==> src/hdl/prwm_pkg.sv <==
// ---------------------------------------------------------------------------
// prwm_pkg
// shared types, codes and helpers of the pause ratio window monitor
// ---------------------------------------------------------------------------
package prwm_pkg;

    localparam int OP_W   = 3;
    localparam int TS_W   = 63;
    localparam int IDX_W  = 4;
    localparam int DUR_W  = 48;
    localparam int PM_W   = 10;
    localparam int US_W   = 39;
    localparam int CNT_W  = 32;
    localparam int KIND_W = 3;

    // request op codes on the input channel
    localparam logic [OP_W-1:0] OP_QUERY    = 3'd0;
    localparam logic [OP_W-1:0] OP_START    = 3'd1;
    localparam logic [OP_W-1:0] OP_END      = 3'd2;
    localparam logic [OP_W-1:0] OP_CLR_CNT  = 3'd3;
    localparam logic [OP_W-1:0] OP_ACTIVATE = 3'd4;

    // classified work kinds handed to the back end
    localparam logic [KIND_W-1:0] K_NOP      = 3'd0;
    localparam logic [KIND_W-1:0] K_QUERY    = 3'd1;
    localparam logic [KIND_W-1:0] K_START    = 3'd2;
    localparam logic [KIND_W-1:0] K_END      = 3'd3;
    localparam logic [KIND_W-1:0] K_CLR_CNT  = 3'd4;
    localparam logic [KIND_W-1:0] K_ACTIVATE = 3'd5;

    localparam logic [DUR_W-1:0] DUR_MAX = '1;

    // serial divider geometry
    localparam int DIV_NW   = 64;
    localparam int DIV_DW   = 66;
    localparam int STEP_W   = 6;
    localparam int PM_STEPS = PM_W;

    // ns to us: (ns >> 3) * ceil(2^52 / 125) >> 52, exact for any 48-bit
    // duration, built from four 24 x 24 partial products
    localparam int                    US_MUL_W = 24;
    localparam int                    US_ACC_W = 96;
    localparam int                    US_SHIFT = 52;
    localparam logic [2*US_MUL_W-1:0] US_RECIP = 48'd36028797018964;

    typedef struct packed {
        logic [KIND_W-1:0] kind;
        logic [TS_W-1:0]   now;
        logic [IDX_W-1:0]  read_index;
    } cmd_t;

    typedef struct packed {
        logic              start;
        logic [DIV_NW-1:0] num;
        logic [DIV_DW-1:0] den_sh;
        logic [STEP_W-1:0] steps;
    } div_req_t;

    typedef struct packed {
        logic            done;
        logic [US_W-1:0] quo;
    } div_rsp_t;

    // later minus earlier, clamped to zero and to the duration ceiling
    function automatic logic [DUR_W-1:0] span(input logic [TS_W-1:0] later,
                                              input logic [TS_W-1:0] earlier);
        logic [TS_W-1:0] d;
        begin
            d = later - earlier;
            if (later <= earlier)
                return '0;
            else if (d > TS_W'(DUR_MAX))
                return DUR_MAX;
            else
                return d[DUR_W-1:0];
        end
    endfunction

endpackage

==> src/hdl/prwm_queue.sv <==
// ---------------------------------------------------------------------------
// prwm_queue
// two-entry request queue between front and back end
// ---------------------------------------------------------------------------
module prwm_queue (
    input  logic           clk,
    input  logic           rst_n,
    input  logic           push,
    input  prwm_pkg::cmd_t push_cmd,
    output logic           full,
    input  logic           pop,
    output prwm_pkg::cmd_t head,
    output logic           not_empty
);

    import prwm_pkg::*;

    localparam int QDEPTH = 2;
    localparam int PTR_W  = $clog2(QDEPTH);
    localparam int CNT_QW = $clog2(QDEPTH + 1);

    cmd_t              mem_reg [QDEPTH];
    logic [PTR_W-1:0]  wr_ptr_reg, wr_ptr_next;
    logic [PTR_W-1:0]  rd_ptr_reg, rd_ptr_next;
    logic [CNT_QW-1:0] count_reg, count_next;
    logic              do_push, do_pop;

    assign full      = count_reg == CNT_QW'(QDEPTH);
    assign not_empty = count_reg != '0;
    assign head      = mem_reg[rd_ptr_reg];
    assign do_push   = push && !full;
    assign do_pop    = pop && not_empty;

    always_comb
    begin
        wr_ptr_next = wr_ptr_reg;
        rd_ptr_next = rd_ptr_reg;
        count_next  = count_reg;
        if (do_push)
            wr_ptr_next = (wr_ptr_reg == PTR_W'(QDEPTH - 1)) ? '0 : wr_ptr_reg + 1'b1;
        if (do_pop)
            rd_ptr_next = (rd_ptr_reg == PTR_W'(QDEPTH - 1)) ? '0 : rd_ptr_reg + 1'b1;
        if (do_push && !do_pop)
            count_next = count_reg + 1'b1;
        else if (do_pop && !do_push)
            count_next = count_reg - 1'b1;
    end

    always_ff @(posedge clk)
    begin
        if (do_push)
            mem_reg[wr_ptr_reg] <= push_cmd;
    end

    always_ff @(posedge clk or negedge rst_n)
    begin
        if (!rst_n)
        begin
            wr_ptr_reg <= '0;
            rd_ptr_reg <= '0;
            count_reg  <= '0;
        end
        else
        begin
            wr_ptr_reg <= wr_ptr_next;
            rd_ptr_reg <= rd_ptr_next;
            count_reg  <= count_next;
        end
    end

endmodule

==> config.mk <==
export PLATFORM = sky130hd
export DESIGN_NAME = prwm_queue
export DESIGN_NICKNAME = d
export VERILOG_FILES = /design/src/hdl/prwm_pkg.sv /design/src/hdl/prwm_queue.sv
export SDC_FILE = /design/constraint.sdc
export NUM_CORES = 1
export LEC_CHECK = 0
export ABC_AREA = 1
export BUFFER_PORTS_ARGS = -buffer_cell sky130_fd_sc_hd__buf_2
export CAP_MARGIN = 40
export CORE_MARGIN = 5
export CORE_UTILIZATION = 30
export CTS_CLUSTER_SIZE = 25
export DETAILED_ROUTE_END_ITERATION = 12
export PLACE_DENSITY = 0.48
export SLEW_MARGIN = 20
export SYNTH_ARGS = -nofsm -noshare
export SYNTH_HDL_FRONTEND = slang
export SYNTH_SLANG_ARGS = --single-unit
==> constraint.sdc <==
create_clock -name clk -period 4.6 [get_ports clk]
set_input_delay 0.23 -clock clk [delete_from_list [all_inputs] [get_ports clk]]
set_output_delay 0.23 -clock clk [all_outputs]
set_load 0.02 [all_outputs]
==> reports/results.tsv, run 1 <==
metric	value	unit
status	finished clean	
Synthesis Warnings	0	
sequential share of power	38.4	%
post-CTS sizing	0	
Skew-Pair Late Insertion Delay	0.41	ns
Worst Setup End Kind	output port	
largest net degree at the start of global routing	72	
minimum clock period	2.16	ns
Worst EP required	4.37	ns
Post-CTS Setup Bufs	0	
Worst path slowest cell	dfrtp_2	
Max H-tree Level	4	
worst min-delay path class	in2reg	
Antenna Nets Post-Route	0	
max-slew violations	0	
Max Fanout on Critical Path	33	
number of diodes	0	
Clock power frac	27.2	%
filler cell count	1621	
Die Span X	144	microns
share of cells above drive strength 1	29.1	%
Post-Synthesis Cells	397	
Buffers on Ports	145	
R2R Path Start	count_reg[1]	
vias in the first global route	3550	
period utilisation layout	47.0	%
hold wc startpoint	push_cmd[53]	
Final Wtd Congestion	0.696	
Max-Cap Viols	0	
routed vias/inst	4.20	
worst-margin pin slew	0.562	ns
WL per Instance	13.8	microns
Mapped Avg Cell Area	13.5	sq um
Hold Vio Cnt, Final	0	
hpwl dp	7510	microns
Fmax	462	MHz
global-route wire length before repair	17900	microns
Synth Cell Area	0.00535	sq mm
critical path's largest stage delay	0.55	ns
r2r setup slk	2.60	ns
worst hold path depth	1	
PwrDens	650	mW/mm^2
Syn Nets	472	
VDD IR max	0.318	mV
DR iter-0 viols	184	
clk slew on worst S/H paths	0.05	ns
WS Path Type	reg2out	
Slew HR	62.5	%
top sig layer	met5	
Crit Reg-Reg Endpoint	mem_reg[0][39]	
sw frac	35.8	%
RSZ-0062 raised after global routing	no	
synth unique cells	16	
gr usage total	11.5	%
Reg2Reg Depth	7	
Max Buffers Root-to-Sink	2	
Die ar.	0.0206	sq mm
crit-path cells	buf_12 > buf_4 > nand2_1 > nand2_1 > buf_2	
P_leak	0.00322	uW
root buffer cell	clkbuf_16	
grt ovf	0	
Die Span Y	144	microns
Area Overhead vs Synth	40.4	%
initial antenna violation count	1	
Initial Util	30.7	%
P_int	3130	uW
TritonCTS clock tree	yes	
Comb power frac	34.4	%
# clock sinks	144	
DR WL met2	5710	microns
CP arrival	1.93	ns
Clock Skew	0.00252	ns
met3 wire length	810	microns
Via Count	3572	
Seq cells post-synth	144	
sequential fraction of the synthesis area	80.4	%
crit path launch type	flip-flop	
setup TNS after final layout	0	ns
Hold Path Sink	mem_reg[0][53]	
final total power	4880	uW
I/O pin count	146	
Largest register FFs	140	
Final Setup Violations	0	
net switching power figure	1750	uW
WL final	11800	microns
DRT met1 WL	5060	microns
DRT Pass-1 Iters	4	
core footprint	0.0174	sq mm
# nets final	688	
CTS Buf Count	17	
most frequent CP cell	nand2_1	
DR DRC count	0	
Core Rows	48	
[worst max-delay path by stage]
| stage | end | slack, ns | from |
|---|---|---|---|
| CTS | head[4] | 2.37 | rd_ptr_reg |
| detailed placement | mem_reg[0][48] | 2.52 | count_reg[1] |
| finish | head[4] | 2.44 | rd_ptr_reg |
| global route | head[65] | 2.27 | rd_ptr_reg |
| global placement | mem_reg[0][23] | 2.18 | count_reg[0] |
| floorplan | mem_reg[1][0] | 0.58 | count_reg[1] |
[power groups by stage]
stage          registers [uW]  clock network [uW]  logic, uW
2_1_floorplan            1890                   0       1110
3_3_place_gp             1950                   0       1580
3_5_place_dp             1900                   0       1690
4_1_cts                  1880                1360       1730
5_1_grt                  1900                1430       1860
6_report                 1870                1330       1680
[final cells by class]
class | instances | area (sq um) | area share, %
timing repair buffer | 212 | 1430 | 19.0
sequential | 144 | 4310 | 57.3
multi-input combinational | 230 | 898 | 12.0
clock inverter | 8 | 114 | 1.52
inverter | 8 | 36.3 | 0.483
clock buffer | 23 | 448 | 5.96
tap | 225 | 282 | 3.75
[kinds of logic after synthesis]
group                    synth area share, %
AO/OA/AOI/OAI                         0.0934
XOR/XNOR                               0.164
adder cells (fa/ha/maj)                0.234
buffers and inverters                   2.92
flip-flops                              80.4
AND/OR/NAND/NOR                         16.2
[timing repair]
action,CTS,global route
hold buffers,53,8
endpoints found under the setup margin,0,0
endpoints found under the hold margin,107,14
[layer usage]
layer,up-vias,GRT usage [%]
li1,1768,-
met4,2,4.26
met1,1685,14.2
met5,-,0
met3,15,4.43
met2,102,18.3
[placed cells by master (no fill, tap or decap), drive strengths merged]
master | Yosys | final
clkinv | 0 | 6
nand2 | 221 | 221
edfxtp | 140 | 140
bufinv | 0 | 3
ha | 1 | 1
nor2 | 3 | 3
clkbuf | 0 | 23
dfrtp | 4 | 4
o21ai | 1 | 1
xnor2 | 1 | 1
nand4 | 1 | 1
dlygate4sd3 | 0 | 61
buf | 15 | 151
inv | 8 | 7
nand3 | 2 | 2
[cells in the mapped netlist]
cell | number | share of area [%]
nand3_1 | 2 | 0.19
buf_4 | 1 | 0.14
nor2_1 | 1 | 0.070
edfxtp_1 | 140 | 79
o21ai_0 | 1 | 0.093
dfrtp_1 | 4 | 1.9
inv_6 | 1 | 0.16
ha_1 | 1 | 0.23
buf_2 | 7 | 0.65
nand2_1 | 220 | 15
buf_6 | 7 | 1.5
nand4_1 | 1 | 0.12
xnor2_1 | 1 | 0.16
inv_1 | 7 | 0.49
nand2_2 | 1 | 0.12
nor2_2 | 2 | 0.23
[worst max-delay path, delay by kind of cell (launching register included)]
| family | cells | cell delay (ns) |
|---|---|---|
| and+or+nand+nor | 2 | 0.20 |
| buffers and inverters | 3 | 0.76 |
| DFF | 1 | 0.55 |
[through the flow]
stage	cell area [sq um]	hold slack, ns	std cells	worst slack, ns	utilization [%]
floorplan	5350	-0.0656	397	0.584	-
global placement	6280	0.0408	755	2.18	36.1
detailed placement	6340	0.0407	758	2.52	36.4
CTS	7430	0.000153	842	2.37	42.7
global route	7510	0.000588	850	2.27	43.1
finish	7510	0.0178	850	2.44	43.1
No activity file was read; power rests on OpenSTA's default activity.
==> run 2: changes to the inputs <==
--- a/config.mk
+++ b/config.mk
@@ -12,7 +12,7 @@
 export CORE_UTILIZATION = 30
 export CTS_CLUSTER_SIZE = 25
 export DETAILED_ROUTE_END_ITERATION = 12
-export PLACE_DENSITY = 0.48
+export PLACE_DENSITY = 0.49
 export SLEW_MARGIN = 20
 export SYNTH_ARGS = -nofsm -noshare
 export SYNTH_HDL_FRONTEND = slang
==> constraint.sdc (replaced) <==
create_clock -name clk -period 1.98 [get_ports clk]
set_input_delay 0.099 -clock clk [delete_from_list [all_inputs] [get_ports clk]]
set_output_delay 0.099 -clock clk [all_outputs]
set_load 0.02 [all_outputs]
==> reports/results.tsv, run 2 (synthesis gave the netlist of run 1 again) <==
metric	value	unit
status	finished clean	
root buffer cell	clkbuf_16	
Slew HR	64.0	%
# nets final	699	
CTS Buf Count	17	
max-slew violations	0	
r2r setup slk	0.55	ns
DR DRC count	0	
number of diodes	0	
Die ar.	0.0206	sq mm
Worst Setup End Kind	output port	
Max Buffers Root-to-Sink	2	
Hold Vio Cnt, Final	0	
WL final	11600	microns
setup TNS after final layout	0	ns
final hold slack	0.0358	ns
P_leak	0.00324	uW
DRT Pass-1 Iters	4	
largest net degree at the start of global routing	72	
most frequent cells in the layout	nand2_1, buf_2, edfxtp_1	
WL per Instance	13.5	microns
Skew-Pair Late Insertion Delay	0.41	ns
R2R Path Start	count_reg[0]	
Area Overhead vs Synth	42.1	%
final total power	11200	uW
CP arrival	1.65	ns
worst-margin pin slew	0.540	ns
Max-Cap Viols	0	
WS Path Type	reg2out	
Initial Util	30.7	%
Final Setup Violations	0	
share of cells above drive strength 1	28.9	%
Die Span Y	144	microns
most common cell after layout, fill and taps aside	nand2_1	
TritonCTS clock tree	yes	
Fmax	570	MHz
Buffers on Ports	145	
period utilisation layout	88.6	%
DR iter-0 viols	148	
Crit Reg-Reg Endpoint	mem_reg[1][41]	
RSZ-0062 raised after global routing	no	
grt ovf	0	
VDD IR max	1.30	mV
Largest register FFs	140	
I/O pin count	146	
clk slew on worst S/H paths	0.05	ns
minimum clock period	1.75	ns
Post-CTS Setup Bufs	0	
# clock sinks	144	
gr usage total	11.4	%
Final Wtd Congestion	0.686	
Worst Setup SP	rd_ptr_reg	
initial antenna violation count	0	
Via Count	3530	
Clock Skew	0.00803	ns
Antenna Nets Post-Route	0	
Core Rows	48	
Worst EP required	1.88	ns
Max H-tree Level	4	
worst min-delay path class	in2async	
post-CTS sizing	0	
PwrDens	1470	mW/mm^2
Reg2Reg Depth	3	
vias in the first global route	3497	
hpwl dp	7490	microns
global-route wire length before repair	18100	microns
routed vias/inst	4.11	
Max Fanout on Critical Path	71	
crit path launch type	flip-flop	
Die Span X	144	microns
Worst setup endpoint	head[4]	
core footprint	0.0174	sq mm
run 2: changes by cell type in the layout (fill, tap and decap cells not counted), sizes merged:
cell,delta
bufinv,-1
clkbuf,-2
clkinv,-2
clkinvlp,+3
dlygate4sd3,+11
run 2: per-stage QoR:
step,setup WS (ns),cell area [sq um],std cells,util [%]
floorplan,-0.161,5370,397,-
global placement,0.571,6350,758,36.5
detailed placement,0.552,6350,758,36.5
CTS,0.175,7610,859,43.7
global route,0.0821,7610,859,43.7
finish,0.226,7610,859,43.7
run 2: layout make-up:
type | instances | area, sq um
well taps | 225 | 282
clock inverters | 8 | 92.6
flip-flops and latches | 144 | 4310
multi-input cells | 230 | 906
repair buffers | 223 | 1540
fillers | 1630 | 9810
inverters | 8 | 38.8
clock buffers | 21 | 440
run 2: worst min-delay path by stage:
stage	start	end	slack, ns	depth (start not counted)
6_report	rst_n	wr_ptr_reg	0.04	2
5_1_grt	rst_n	wr_ptr_reg	0.04	2
4_1_cts	rst_n	wr_ptr_reg	0.02	2
3_5_place_dp	rst_n	count_reg[1]	-0.09	1
3_3_place_gp	rst_n	rd_ptr_reg	-0.08	1
2_1_floorplan	rst_n	count_reg[0]	-0.20	0
run 2: metal layers:
layer	vias to the layer above	track usage [%]	routed length (microns)
li1	1782	-	-
met1	1633	14.5	5180
met2	104	18.6	5540
met3	11	3.43	763
met4	0	4.01	145
met5	-	0	0
run 2: power breakdown:
group          internal [uW]  switching [uW]  leakage (uW)
combinational           1180            2750       0.00163
sequential              4150             174       0.00135
clock                   1820            1090      0.000254
run 2: repair_timing:
| item | CTS | global route |
|---|---|---|
| endpoints found under the hold margin | 145 | 0 |
| hold buffers | 72 | 0 |
| endpoints found under the setup margin | 0 | 0 |
run 2: worst max-delay path, cell delays in order (launching register included):
cell     delay, ns
dfrtp_2       0.44
inv_6         0.40
nand2_1       0.10
nand2_1       0.11
buf_2         0.17
